===== config.mk =====
export PLATFORM = sky130hd
export DESIGN_NAME = pcrg_isqrt
export DESIGN_NICKNAME = d
export VERILOG_FILES = /design/src/design/pcrg_pkg.sv /design/src/design/pcrg_isqrt.sv
export SDC_FILE = /design/constraint.sdc
export NUM_CORES = 2
export LEC_CHECK = 0
export ABC_AREA = 0
export BUFFER_PORTS_ARGS = -buffer_cell sky130_fd_sc_hd__buf_2
export CORE_MARGIN = 1.5
export CORE_UTILIZATION = 60
export CTS_CLUSTER_SIZE = 30
export DETAILED_ROUTE_END_ITERATION = 10
export GPL_ROUTABILITY_DRIVEN = 0
export PLACE_DENSITY = 0.73
export SYNTH_ARGS = -nofsm -noshare
export SYNTH_HDL_FRONTEND = slang
export SYNTH_SLANG_ARGS = --single-unit

===== constraint.sdc =====
create_clock -name clk -period 6.2 [get_ports clk]
set_clock_uncertainty 0.05 [all_clocks]
set_input_delay 0.93 -clock clk [delete_from_list [all_inputs] [get_ports clk]]
set_output_delay 0.93 -clock clk [all_outputs]
set_load 0.005 [all_outputs]

===== src/design/pcrg_pkg.sv =====
// ----------------------------------------------------------------------------
// pcrg_pkg
// Shared types and constants for the pinhole camera ray generator.
// ----------------------------------------------------------------------------
package pcrg_pkg;

  localparam int MAX_DIM    = 4096;
  localparam int DIM_W      = 13;
  localparam int ONE_Q14    = 16384;
  localparam int SQRT_STEPS = 32;
  localparam int DIV_STEPS  = 15;
  localparam int DIV_W      = 47;
  localparam int CFG_IDX_W  = 3;

  localparam logic [CFG_IDX_W-1:0] REG_IMAGE_WIDTH    = 3'd0;
  localparam logic [CFG_IDX_W-1:0] REG_IMAGE_HEIGHT   = 3'd1;
  localparam logic [CFG_IDX_W-1:0] REG_FOCAL_DISTANCE = 3'd2;
  localparam logic [CFG_IDX_W-1:0] REG_EYE_X          = 3'd3;
  localparam logic [CFG_IDX_W-1:0] REG_EYE_Y          = 3'd4;
  localparam logic [CFG_IDX_W-1:0] REG_EYE_Z          = 3'd5;

  typedef struct packed {
    logic [11:0] pixel_col;
    logic [11:0] pixel_row;
    logic [7:0]  jitter_col;
    logic [7:0]  jitter_row;
  } pixel_req_t;

  typedef struct packed {
    logic signed [31:0] origin_x;
    logic signed [31:0] origin_y;
    logic signed [31:0] origin_z;
    logic signed [15:0] dir_x;
    logic signed [15:0] dir_y;
    logic signed [15:0] dir_z;
  } ray_t;

  // magnitudes and signs of the direction, carried beside the sqrt
  typedef struct packed {
    logic [21:0] ax;
    logic [21:0] ay;
    logic [29:0] az;
    logic        neg_x;
    logic        neg_y;
    logic        zero;
  } comp_t;

  typedef struct packed {
    logic signed [15:0] dir_x;
    logic signed [15:0] dir_y;
    logic signed [15:0] dir_z;
  } dir_t;

  typedef struct packed {
    logic [DIM_W-1:0] width;
    logic [DIM_W-1:0] height;
    logic [15:0]      focal;
  } view_t;

endpackage


===== src/design/pcrg_isqrt.sv =====
// ----------------------------------------------------------------------------
// pcrg_isqrt
// Pipelined integer square root, one result bit per stage.
// ----------------------------------------------------------------------------
module pcrg_isqrt (
  input  logic            clk,
  input  logic            rst,
  input  logic            en,
  input  logic            in_valid,
  input  logic [63:0]     in_sum,
  input  pcrg_pkg::comp_t in_comp,
  output logic            out_valid,
  output logic [31:0]     out_root,
  output pcrg_pkg::comp_t out_comp
);
  import pcrg_pkg::*;

  logic        vld  [0:SQRT_STEPS];
  logic [34:0] rem  [0:SQRT_STEPS];
  logic [31:0] root [0:SQRT_STEPS];
  logic [63:0] sh   [0:SQRT_STEPS];
  comp_t       cmp  [0:SQRT_STEPS];

  assign vld[0]  = in_valid;
  assign rem[0]  = '0;
  assign root[0] = '0;
  assign sh[0]   = in_sum;
  assign cmp[0]  = in_comp;

  for (genvar i = 0; i < SQRT_STEPS; i++) begin : g_step
    logic [34:0] rem2, trial;
    logic        take;
    always_comb begin
      rem2  = {rem[i][32:0], sh[i][63:62]};
      trial = {1'b0, root[i], 2'b01};
      take  = (rem2 >= trial);
    end
    always_ff @(posedge clk) begin
      if (rst) begin
        vld[i+1] <= 1'b0;
      end else if (en) begin
        vld[i+1] <= vld[i];
      end
      if (en) begin
        rem[i+1]  <= take ? (rem2 - trial) : rem2;
        root[i+1] <= {root[i][30:0], take};
        sh[i+1]   <= {sh[i][61:0], 2'b00};
        cmp[i+1]  <= cmp[i];
      end
    end
  end

  assign out_valid = vld[SQRT_STEPS];
  assign out_root  = root[SQRT_STEPS];
  assign out_comp  = cmp[SQRT_STEPS];

endmodule


Word level (Yosys, flattened, before mapping)
Index checks and enable logic that the tools add are counted.

Bits in registers: 5009. Input bits: 145.

Add/subtract/negate cells: 31. Magnitude comparators: 32. Muxes and demuxes: 31.

Operators by type and width (number): $mux W33 (30); $ge A35 B10 Y1 (1); $ge A35 B11 Y1 (1); $ge A35 B12 Y1 (1); $ge A35 B13 Y1 (1); $ge A35 B14 Y1 (1); $ge A35 B15 Y1 (1); $ge A35 B16 Y1 (1); $ge A35 B17 Y1 (1); $ge A35 B18 Y1 (1); $ge A35 B19 Y1 (1); $ge A35 B20 Y1 (1); $ge A35 B21 Y1 (1); $ge A35 B22 Y1 (1); $ge A35 B23 Y1 (1); $ge A35 B24 Y1 (1); $ge A35 B25 Y1 (1); $ge A35 B26 Y1 (1); $ge A35 B27 Y1 (1); $ge A35 B28 Y1 (1); $ge A35 B29 Y1 (1); $ge A35 B3 Y1 (1); $ge A35 B30 Y1 (1); $ge A35 B31 Y1 (1); 41 further kinds (41).

Logic depth before layout (Yosys ltp)
Word-level depth: 2. Depth in mapped cells: 16. Depth with buffers taken out: 13.

Least setup slack after synthesis
No wires, ideal clock.

Path kind: reg2reg. Start: register rem (netlist bit g_step[27].rem2[3]). End: register rem (netlist bit g_step[28].rem2[13]), data pin. Setup time: 0.260 ns. Data arrival time: 3.313 ns. Required time: 5.890 ns. Slack: 2.577 ns. Stages on the path, launching flop included: 12. Cell sequence: edfxtp_1 ha_1 a21oi_1 a211oi_1 nor4b_1 o21ai_0 o31ai_1 o31ai_1 a2111oi_2 nand2_1 clkbuf_1 mux2_2.

Longest elaborated chain between the ends: 2.

RTL lines: start, declared (RTL line pcrg_isqrt.sv:19) `logic [34:0] rem [0:SQRT_STEPS];`; start signal, assigned by index (RTL line pcrg_isqrt.sv:45) `rem[i+1] <= take ? (rem2 - trial) : rem2;`; $sub A33 B29 Y33 / $ge A35 B29 Y1 (equally long branches) (RTL line pcrg_isqrt.sv:45, pcrg_isqrt.sv:36); $mux W33 (*) (RTL line pcrg_isqrt.sv:45).

Mark *: on every way between the ends. The rest lies on a longest branch, timed or not. A chain may end at the register's enable or synchronous reset.

Worst setup path in the final report
Start: register root (netlist bit g_step[28].trial[2]). End: register rem (netlist bit g_step[29].rem2[6]), data pin.

Longest elaborated chain between the ends: 2.

RTL lines: start, declared (RTL line pcrg_isqrt.sv:20) `logic [31:0] root [0:SQRT_STEPS];`; start signal, assigned by index (RTL line pcrg_isqrt.sv:46) `root[i+1] <= {root[i][30:0], take};`; $sub A33 B30 Y33 / $ge A35 B30 Y1 (equally long branches) (RTL line pcrg_isqrt.sv:45, pcrg_isqrt.sv:36); $mux W33 (*) (RTL line pcrg_isqrt.sv:45).

Marked as above.

==> out/qor.yml <==
detailed_routing:
  drtAntennaViolNets: 0
  wl_per_cell_um: 18.9
  vias_per_cell: 5.64
  vias: 94943
  dr.first_iter.drc_count: 8850
  drc: 0
  finalWirelength_um: 317000
  drtPass1Iterations: 9
critical_path:
  cp.required_ns: 6.86
  max_stage_delay_ns: 0.91
  crit_type: "register to register"
  crit_fanout: 47
  cp_num_cells: 12
  arrival_ns: 5.66
  startpoint_type: "register"
  slowest_stage: "a2111oi_0"
  cp_cell_sequence: "inv_1 -> ha_1 -> or3_1 -> o22ai_1 -> o21ai_0 -> and4_1 -> a2111oi_0 -> o31ai_1 -> a21oi_1 -> o21a_1 -> buf_4 -> mux2_2"
  cp-end-kind: "register"
  path_buf_inv: 2
  cp_top_family: "compound AO/OA/AOI/OAI gates"
  r2r_cells: 12
timing:
  finalCriticalPeriod_ns: 5.00
  setup_viol: 0
  rsz0062_at_grt: "no"
  fmax_ghz: 0.200
  slew_headroom_pct: 12.3
  drv_slew: 0
  finalHoldViolCount: 0
  worstMarginPinSlew_ns: 1.31
  fin_crit_sh_pct: 80.6
  finalSetupTns_ns: 0
floorplan:
  row_count: 207
  coreArea_um2: 318000
  fp.dieW_um: 568
  pin_count: 255
  die_y_um: 568
  start_util_pct: 60.2
  die_area_um2: 322000
synthesis:
  syn_inst: 11567
  synth_area_um2: 191000
  synth_area_leaders: "edfxtp_1 78%, ha_1 3.7%, xnor2_1 1.8%, xor2_1 1.8%, a21oi_1 1.5%"
  yosys_warnings: 0
  yosysSeqAreaShare_pct: 78.1
  synth.avg_cell_area_um2: 16.6
  synth_area_leader_cell: "edfxtp_1"
  async_flop_share_pct: 0
  synth_top_area_share_pct: 77.8
  synth_edf_count: 4959
  synthDistinctLibCells: 92
  ys_seq_elements: 4991
  synthFlopType: "edfxtp_1"
  syn-num-nets: 12273
clock_network:
  cts_resized: 0
  htree_levels: 5
  cts_tree: "done"
  cts_setup_buffers: 0
  root_buffer: "clkbuf_16"
  cts_buffers: 473
  hold_buffers: 83
  clock_sinks: 4991
  clk_pin_slew_worst_paths_ns: 0.06
  clk_path_buf_depth: 4
  clk_latency_ns: 0.98
hold_path:
  hold_depth: 1
  hold_path_class: "input port to register"
job:
  drv_cap: 0
power_and_ir_drop:
  leakage_nw: 78.7
  p_total_w: 0.0817
  peakVddDrop_v: 0.000278
  p_per_area_nw_per_um2: 381
global_routing:
  grt_use_total_pct: 19.4
  grt_max_degree: 194
  grt_pass1_vias: 94650
  grt_pass1_wl_um: 503000
  antenna_found_initial: 8
  grt.overflow.total: 0
layout:
  final_layout_size_suffix_gt1_share_pct: 9.63
  multiInputGateArea_um2: 38000
  fillers: 20344
  area_growth_syn_to_layout_pct: 12.2
  nets: 12939
  regArea_um2: 150000
status:
  outcome: "complete, no violations"
placed_design:
  place_hpwl_um: 203000
  portBuffers: 254
-- synth_stat cells, types with 12 or more instances --
cell	instances
o22ai_1	12
o21ai_0	462
a21o_1	244
a21oi_1	562
mux2i_1	45
o41ai_1	13
a2111oi_0	19
or3_1	95
nand3_1	138
o31ai_1	63
a21boi_0	36
nor4_1	114
inv_1	712
mux2_2	80
xnor2_1	394
nor2b_1	80
or2_2	44
a221oi_1	14
ha_1	561
and2_1	44
o21a_1	99
edfxtp_1	4959
nand4_1	91
or4_1	63
buf_4	78
nand2b_1	111
nor3_1	237
o31a_1	16
clkbuf_1	140
nor3b_1	17
o21bai_1	49
dfxtp_1	32
buf_1	15
xor2_1	388
nand3b_1	12
o211ai_1	22
a211o_1	17
a31oi_1	38
and3_1	44
nor2_1	570
nand2_1	622
nand4b_1	14
a211oi_1	36
-- cell families after synthesis --
| logic type | count (synthesis) | synth area share (%) |
|---|---|---|
| AOI/OAI and AO/OA | 1805 | 5.86 |
| xor gates and xnor gates | 782 | 3.58 |
| and+or+nand+nor | 2344 | 6.03 |
| adders and majority gates | 561 | 3.67 |
| buffers and inverters | 958 | 2.04 |
| DFF | 4991 | 78.1 |
| other | 1 | 0.00196 |
| muxes | 125 | 0.706 |
-- path summary, 6_finish.rpt --
| check | start | to | slack, ns |
|---|---|---|---|
| setup reg to reg | g_step[28].trial[2] | g_step[29].rem2[6] | 1.20 |
| setup / recovery | g_step[28].trial[2] | g_step[29].rem2[6] | 1.20 |
| hold / removal | in_sum[35] | sh[2021] | 0.11 |
| hold reg to reg | cmp[633] | cmp[556] | 0.33 |
-- state kept, by name (all words and copies together), names as in the netlist --
| signal | cells |
|---|---|
| vld | 31 |
| out_comp | 77 |
| g_step.trial | 496 |
| out_root | 32 |
| out_valid | 1 |
| cmp | 2387 |
| sh | 930 |
| g_step.rem2 | 1037 |
-- layout make-up --
class / instances / share of cell area [%]
clock buffer: 550 / 5.71
clock inverter: 333 / 1.73
timing repair buffer: 433 / 1.51
multi-input combinational: 5618 / 17.7
tap: 4180 / 2.44
sequential: 4991 / 69.7
antenna: 4 / 0.00466
inverter: 716 / 1.25
-- per-stage QoR --
step | instance area (µm²) | hold slack [ns] | cells | util [%] | setup slack, ns
floorplan | 191000 | 0.350 | 11567 | - | 2.58
global placement | 198000 | 0.350 | 15855 | 62.3 | 1.56
detailed placement | 198000 | 0.355 | 15855 | 62.3 | 1.48
CTS | 215000 | 0.000594 | 16821 | 67.6 | 1.45
global route | 215000 | 0.0180 | 16822 | 67.6 | 1.07
finish | 215000 | 0.114 | 16825 | 67.6 | 1.20
-- metal layers --
layer	GRT usage [%]	vias to the layer above	wire length, µm
met5	0	-	77
met4	8.13	10	13200
met3	3.18	842	17300
met2	32.8	2987	156000
met1	25.2	46073	130000
li1	-	45031	-
-- power by group --
| part | internal (W) | leakage [nW] | switching [W] |
|---|---|---|---|
| registers | 0.0409 | 48.4 | 0.00164 |
| logic | 0.00408 | 22.6 | 0.00593 |
| clock network | 0.0170 | 7.71 | 0.0121 |
| total | 0.0620 | 78.7 | 0.0197 |
-- cells in the final DEF (no fill, tap or decap), types with 63 or more instances in the layout --
cell type      Yosys  layout
clkinv_1           2     113
nand2b_1         111     111
nor4_1           114     114
clkinv_2           0      87
xnor2_1          394     394
buf_2              8     253
or4_1             63      63
or3_1             95      95
nor2b_1           80      80
xor2_1           388     388
o31ai_1           63      63
nand3_1          138     138
nor2_1           570     570
bufinv_16          0      68
buf_4             78      63
edfxtp_1        4959    4959
clkbuf_16          0     479
a21oi_1          562     561
dlygate4sd3_1      0      83
clkbuf_1         140      71
mux2_2            80      80
ha_1             561     561
nand2_1          622     621
o21ai_0          462     462
nor3_1           237     237
nand4_1           91      91
a21o_1           244     244
o21a_1            99      99
inv_1            712     712
Note: power is estimated with default switching activity, not from simulation.
