<file path="src/design/pcrg_pkg.sv">
// ----------------------------------------------------------------------------
// pcrg_pkg
// Shared types and constants for the pinhole camera ray generator.
// ----------------------------------------------------------------------------
package pcrg_pkg;

  localparam int MAX_DIM    = 4096;
  localparam int DIM_W      = 13;
  localparam int ONE_Q14    = 16384;
  localparam int SQRT_STEPS = 32;
  localparam int DIV_STEPS  = 15;
  localparam int DIV_W      = 47;
  localparam int CFG_IDX_W  = 3;

  localparam logic [CFG_IDX_W-1:0] REG_IMAGE_WIDTH    = 3'd0;
  localparam logic [CFG_IDX_W-1:0] REG_IMAGE_HEIGHT   = 3'd1;
  localparam logic [CFG_IDX_W-1:0] REG_FOCAL_DISTANCE = 3'd2;
  localparam logic [CFG_IDX_W-1:0] REG_EYE_X          = 3'd3;
  localparam logic [CFG_IDX_W-1:0] REG_EYE_Y          = 3'd4;
  localparam logic [CFG_IDX_W-1:0] REG_EYE_Z          = 3'd5;

  typedef struct packed {
    logic [11:0] pixel_col;
    logic [11:0] pixel_row;
    logic [7:0]  jitter_col;
    logic [7:0]  jitter_row;
  } pixel_req_t;

  typedef struct packed {
    logic signed [31:0] origin_x;
    logic signed [31:0] origin_y;
    logic signed [31:0] origin_z;
    logic signed [15:0] dir_x;
    logic signed [15:0] dir_y;
    logic signed [15:0] dir_z;
  } ray_t;

  // magnitudes and signs of the direction, carried beside the sqrt
  typedef struct packed {
    logic [21:0] ax;
    logic [21:0] ay;
    logic [29:0] az;
    logic        neg_x;
    logic        neg_y;
    logic        zero;
  } comp_t;

  typedef struct packed {
    logic signed [15:0] dir_x;
    logic signed [15:0] dir_y;
    logic signed [15:0] dir_z;
  } dir_t;

  typedef struct packed {
    logic [DIM_W-1:0] width;
    logic [DIM_W-1:0] height;
    logic [15:0]      focal;
  } view_t;

endpackage

</file>
<file path="src/design/pcrg_front.sv">
// ----------------------------------------------------------------------------
// pcrg_front
// Forms the direction components, their squares and the squared length.
// Three register stages.
// ----------------------------------------------------------------------------
module pcrg_front (
  input  logic                 clk,
  input  logic                 rst,
  input  logic                 en,
  input  logic                 in_valid,
  input  pcrg_pkg::pixel_req_t in_data,
  input  pcrg_pkg::view_t      view,
  output logic                 out_valid,
  output logic [63:0]          out_sum,
  output pcrg_pkg::comp_t      out_comp
);
  import pcrg_pkg::*;

  logic [DIM_W-1:0] w_c, h_c;
  logic [23:0]      x_pos, y_neg;

  // stage A
  logic             va;
  logic signed [23:0] xa, ya;
  logic [28:0]      fha;
  // stage B
  logic             vb;
  logic [21:0]      axb, ayb;
  logic [29:0]      azb;
  logic             nxb, nyb;
  logic [43:0]      sqxb, sqyb;
  logic [59:0]      sqzb;
  logic [21:0]      ax_n, ay_n;
  logic [29:0]      az_n;
  // stage C
  logic             vc;
  logic [61:0]      sum_n;

  always_comb begin
    w_c   = (view.width  > DIM_W'(MAX_DIM)) ? DIM_W'(MAX_DIM) : view.width;
    h_c   = (view.height > DIM_W'(MAX_DIM)) ? DIM_W'(MAX_DIM) : view.height;
    x_pos = {3'b0, in_data.pixel_col, 9'b0} + 24'd256 + {15'b0, in_data.jitter_col, 1'b0};
    y_neg = {3'b0, in_data.pixel_row, 9'b0} + 24'd256 + {15'b0, in_data.jitter_row, 1'b0};
    ax_n  = xa[23] ? 22'(-xa) : 22'(xa);
    ay_n  = ya[23] ? 22'(-ya) : 22'(ya);
    az_n  = {fha, 1'b0};
    sum_n = 62'(sqxb) + 62'(sqyb) + 62'(sqzb);
  end

  always_ff @(posedge clk) begin
    if (rst) begin
      va <= 1'b0;
      vb <= 1'b0;
      vc <= 1'b0;
    end else if (en) begin
      va <= in_valid;
      vb <= va;
      vc <= vb;
    end
    if (en) begin
      xa   <= $signed(x_pos - {3'b0, w_c, 8'b0});
      ya   <= $signed({3'b0, h_c, 8'b0} - y_neg);
      fha  <= view.focal * h_c;
      axb  <= ax_n;
      ayb  <= ay_n;
      azb  <= az_n;
      nxb  <= xa[23];
      nyb  <= ya[23];
      sqxb <= ax_n * ax_n;
      sqyb <= ay_n * ay_n;
      sqzb <= az_n * az_n;
      out_sum        <= {2'b0, sum_n};
      out_comp.ax    <= axb;
      out_comp.ay    <= ayb;
      out_comp.az    <= azb;
      out_comp.neg_x <= nxb;
      out_comp.neg_y <= nyb;
      out_comp.zero  <= (sum_n == 62'd0);
    end
  end

  assign out_valid = vc;

endmodule

</file>
<file path="config.mk">
export PLATFORM = sky130hd
export DESIGN_NAME = pcrg_front
export DESIGN_NICKNAME = d
export VERILOG_FILES = /design/src/design/pcrg_pkg.sv /design/src/design/pcrg_front.sv
export SDC_FILE = /design/constraint.sdc
export NUM_CORES = 2
export LEC_CHECK = 0
export ABC_CLOCK_PERIOD_IN_PS = 9440
export BUFFER_PORTS_ARGS = -buffer_cell sky130_fd_sc_hd__buf_2
export CAP_MARGIN = 20
export CORE_ASPECT_RATIO = 2
export CORE_MARGIN = 3
export CORE_UTILIZATION = 30
export CTS_CLUSTER_SIZE = 24
export DETAILED_ROUTE_END_ITERATION = 12
export HOLD_SLACK_MARGIN = 0.05
export PLACE_DENSITY = 0.56
export SETUP_SLACK_MARGIN = 0.5
export SKIP_LAST_GASP = 1
export SLEW_MARGIN = 0
export SYNTH_ARGS = -nofsm -noshare
export SYNTH_HDL_FRONTEND = slang
export SYNTH_SLANG_ARGS = --single-unit
</file>
<file path="constraint.sdc">
create_clock -name clk -period 9.44 [get_ports clk]
set_input_delay 0.472 -clock clk [delete_from_list [all_inputs] [get_ports clk]]
set_output_delay 0.472 -clock clk [all_outputs]
set_load 0.02 [all_outputs]
</file>
After elaboration in Yosys (flattened, before gate mapping)
Cells that the tools add are included.
{"block": "classes", "add_sub_neg": 10, "n_mul": 4, "div": 0, "order_cmp": 2, "n_eq_ne": 0, "shift": 0, "muxes": 4, "bitwise_logic": 0, "reduce_logical": 1}
{"cell": "22-bit by 22-bit multiplier with 44-bit output", "n": 2}
{"cell": "62-bit zero test", "n": 1}
{"cell": "45-bit by 60-bit adder with 61-bit output", "n": 1}
{"cell": "29-bit by 29-bit multiplier with 58-bit output", "n": 1}
{"cell": "22-bit by 9-bit adder with 23-bit output", "n": 2}
{"cell": "44-bit by 44-bit adder with 45-bit output", "n": 1}
{"cell": "21-bit by 9-bit adder with 22-bit output (second input constant)", "n": 2}
{"cell": "22-bit two-way mux", "n": 2}
{"cell": "22-bit negator", "n": 2}
{"cell": "16-bit by 13-bit multiplier with 29-bit output", "n": 1}
{"cell": "13-bit greater-than comparator (second input constant)", "n": 2}
{"cell": "13-bit two-way mux", "n": 2}
{"cell": "21-bit by 23-bit subtractor with 24-bit output", "n": 1}
{"cell": "23-bit by 21-bit subtractor with 24-bit output", "n": 1}
{"block": "word_totals", "register_bits": 439, "latchBits": 0, "mem_bits_rw": 0, "mem_bits_ro": 0, "out_inout_bits": 142, "memories": 0}

Logic depth before layout (Yosys ltp)
{"block": "logic_depth", "word_depth": 3, "depth_mapped": 39}

Worst setup path after synthesis
Ideal clock, no wire load.
{"block": "synth_timing", "path_kind": "register to register", "start": "register ya[1]", "end": "register sqyb[43], data pin", "setup_time_ns": 0.260, "t_arrival_ns": 8.740, "path_slack_ns": 0.441, "path_stages_with_launch": 38, "n_path_buf": 3, "synth_period_minus_slack_ns": 8.999, "cell_sequence": "edfxtp_1 -> clkbuf_1 -> inv_1 -> clkbuf_1 -> ha_1 -> nand2_1 -> or3_1 -> or4_1 -> o21ai_0 -> xor2_1 -> inv_1 -> clkbuf_1 -> nand2_1 -> fa_1 -> inv_1 -> ha_1 -> inv_1 -> fa_1 -> [2 not listed] -> fa_1 -> fa_1 -> inv_1 -> fa_1 -> inv_1 -> ha_1 -> a21o_1 -> a2111oi_0 -> o21ai_0 -> o211ai_1 -> o22ai_1 -> o211ai_1 -> o21ai_0 -> a21oi_1 -> a21oi_1 -> a21o_1 -> a21oi_1 -> xnor2_1"}
{"block": "synth_between", "elab_chain_len": 3}
{"element": "start: declaration", "line": "pcrg_front.sv:24", "source": "logic signed [23:0] xa, ya;"}
{"element": "start signal: assignment", "line": "pcrg_front.sv:62", "source": "ya <= $signed({3'b0, h_c, 8'b0} - y_neg);"}
{"element": "22-bit negator", "line": "pcrg_front.sv:45", "source": "ay_n = ya[23] ? 22'(-ya) : 22'(ya);"}
{"element": "22-bit two-way mux", "line": "pcrg_front.sv:45"}
{"element": "via ay_n[17]", "line": "pcrg_front.sv:33", "source": "logic [21:0] ax_n, ay_n;"}
{"element": "22-bit by 22-bit multiplier with 44-bit output", "line": "pcrg_front.sv:70", "source": "sqyb <= ay_n * ay_n;"}
{"element": "end signal: assignment", "line": "pcrg_front.sv:70"}
{"element": "end: declaration", "line": "pcrg_front.sv:31", "source": "logic [43:0] sqxb, sqyb;"}
The timed path passes the listed nets, and every way through them passes these cells.
A chain may end at the register's enable or synchronous reset.

Worst setup path after layout
{"block": "layout_timing", "start": "register xa[4]", "end": "register sqxb[42], data pin"}
{"block": "layout_between", "elab_chain_len": 3}
{"element": "start: declaration", "line": "pcrg_front.sv:24"}
{"element": "start signal: assignment", "line": "pcrg_front.sv:61", "source": "xa <= $signed(x_pos - {3'b0, w_c, 8'b0});"}
{"element": "22-bit negator", "line": "pcrg_front.sv:44", "source": "ax_n = xa[23] ? 22'(-xa) : 22'(xa);"}
{"element": "22-bit two-way mux (*)", "line": "pcrg_front.sv:44"}
{"element": "22-bit by 22-bit multiplier with 44-bit output (*)", "line": "pcrg_front.sv:69", "source": "sqxb <= ax_n * ax_n;"}
{"element": "end signal: assignment", "line": "pcrg_front.sv:69"}
{"element": "end: declaration", "line": "pcrg_front.sv:31"}
Every way passes the cells marked *; elsewhere a longest branch is shown, timed or not.

==> results.toml <==
[routing]
drt_iter0_drc = 2054
first_pass_iters = 12
ant_nets = 0
vias = 52100
wl_per_cell_um = 19.6
viasPerCell = 4.70
wl_mm = 218
route.detailed.drc = 0

[clock_network]
cts_root_buffer = "clkbuf_16"
cts.path.max_buffers = 3
clk_pin_slew_worst_paths_ps = 70
cts_max_level = 2
clkLatencyLatePin_ps = 710
cts_inserted_buffers = 50
cts_tree = "done"
cts.sinks = 418

[synth]
synth_warnings = 0
synth_cell_type_count = 75
synth_top_area_share_pct = 39.9
postSynthAreaPerCell_um2 = 9.92
synth_cells = 7462
netlist_top_cells_count = "2005 x inv_1, 1474 x fa_1, 763 x ha_1"
yosys_register_bits = 418
synth_flop_cell = "edfxtp_1"
synthTopCellsByArea = "fa_1 40%, edfxtp_1 17%, ha_1 13%"
yosys.cell_count.top_type = "inv_1"
synth_edf_count = 415
ys_async_sr_fraction_pct = 0
synth.largest_area_cell = "fa_1"
synth.yosys.seq_area_share_pct = 16.9
syn_area_mm2 = 0.0740

[min_path]
hold_path.class = "in2reg"
min_path_cells = 3
min_to = "ya[2]"
min_from = "in_data[1]"

[worst_setup_path]
r2r_slack_ps = 620
crit_arrival_ps = 9270
cp_max_fo = 7
startpoint_type = "register"
ff2ff_path_depth = 30
regToRegStartpoint = "xa[4]"
crit_required_ps = 9890
r2r_end = "sqxb[42]"
critPathCaptureType = "register"
crit_path_frequent_cell = "fa_1"
cpMaxStageDelayCell = "or4_4"
cp_slowest_stage_delay_ps = 570
crit_type = "reg2reg"

[cells_and_area]
final_nets = 10100
drive_gt1_share_pct = 9.10
fin_util_pct = 33.8
area_delta_synth_final_pct = 12.0

[placement]
dp_hpwl_mm = 184
io_buffer_count = 219
place_congestion = 0.916

[global_routing]
antenna_found_initial = 17
grt_max_degree = 135
grt_pass1_wl_mm = 333
grt_use_total_pct = 17.4
grt_pass1_vias = 59400
grt.overflow.total = 0

[timing]
fin_crit_ps = 8820
min_period_over_period_pct = 93.4
fmax_mhz = 113
worst_pin_slew_ps = 1000
skew_ps = 78.4
fin_setup_tns_ps = 0
slew_headroom_pct = 33.2
whs_ps = 238
hold_viol = 0
grt_setup_unrepaired = "yes"
slew_violations = 0
setup_viol = 0

[floorplan]
die-area_mm2 = 0.253
die_width_um = 357
start_util_pct = 30.2
rows = 257
num_io_pins = 228
coreArea_mm2 = 0.245
die_h_um = 709

[outcome]
outcome = "complete, no violations"

[run]
cap_violations = 0
-- through the flow --
stage | cells | setup slack, ps | area [µm²]
2_1_floorplan | 7469 | 520 | 74100
6_report | 11100 | 624 | 82900
3_5_place_dp | 10900 | 70.7 | 79900
4_1_cts | 11000 | 452 | 82000
5_1_grt | 11100 | 204 | 82900
3_3_place_gp | 10900 | -20.2 | 79900
-- critical path: cells and delay by family, from the launching register on --
kind	cells	cell delay, ps
AO/OA/AOI/OAI	6	1170
XOR/XNOR	2	410
adder cells (fa/ha/maj)	8	3740
flip-flops	1	420
buffers and inverters	5	530
AND/OR/NAND/NOR	9	2280
-- repair_timing --
| item | CTS | global route |
|---|---|---|
| endpoints found under the hold margin | 5 | 0 |
| buffers inserted | 23 | 51 |
| hold buffers | 4 | 0 |
| setup endpoints to repair | 21 | 38 |
| cloned | 0 | 1 |
| resized for setup | 38 | 133 |
| pin swaps | 5 | 44 |
-- metal layers --
layer	vias up	wire [µm]	part of all wire (%)	track usage, %
li1	23300	-	-	-
met1	27000	70400	32	16.7
met2	1249	124000	57	34.7
met3	625	6570	3.0	1.56
met4	14	16400	7.6	10.9
met5	-	96	0.044	0
-- registers in the layout (all words and copies together) (netlist names), 21 cells and up --
signal and flops:
out_comp 74, ayb 21, sqxb 40, xa 22, fha 29, sqzb 57
sqyb 40, ya 22, axb 21, out_sum 59, azb 28
-- cell families (layout without fill, tap and decap cells) --
group | Yosys count | in the layout | synth area share, %
fa+ha+maj | 2237 | 2237 | 52.8
buf+inv | 2225 | 2603 | 11.3
simple gates | 1676 | 1676 | 10.3
compound gates | 616 | 616 | 5.30
flops | 418 | 418 | 16.9
xor+xnor | 281 | 281 | 3.32
mux | 8 | 8 | 0.113
other cells | 1 | 11 | 0.00507
-- cell type report --
cell class,count,area [µm²]
Tap cell,3237,4050
Sequential cell,418,12500
Clock buffer,57,1280
Antenna cell,3,7.51
Clock inverter,35,419
Timing Repair Buffer,489,3290
Fill cell,25100,162000
Multi-Input combinational cell,4826,53700
Inverter,2022,7600
-- worst max path at each step --
stage	to	cells after the start	slack [ps]	start
3_3_place_gp	sqyb[43]	33	-20	ya[8]
5_1_grt	sqxb[42]	34	200	xa[4]
6_report	sqxb[42]	30	620	xa[4]
4_1_cts	sqyb[43]	30	450	ya[8]
2_1_floorplan	sqyb[43]	37	520	ya[1]
3_5_place_dp	sqzb[58]	32	70	fha[4]
-- layout by cell type, fill, tap and decap left out, drive strengths merged, types with 7 or more instances in the layout --
cell,count
a211oi,21
a21o,79
a21oi,198
a31oi,27
and2,248
and3,25
buf,485
clkbuf,57
clkinv,29
conb,8
edfxtp,415
fa,1474
ha,763
inv,2017
nand2,709
nand2b,29
nand3,60
nand4,18
nor2,416
nor2b,49
nor3,46
nor4,9
o211ai,12
o21a,38
o21ai,116
o21bai,35
o31a,7
o31ai,19
or2,11
or3,23
or4,14
xnor2,191
xor2,90
Power is left out: the tool's default activity adds up to more than one toggle a clock period on the data nets, which glitch-free logic cannot reach.
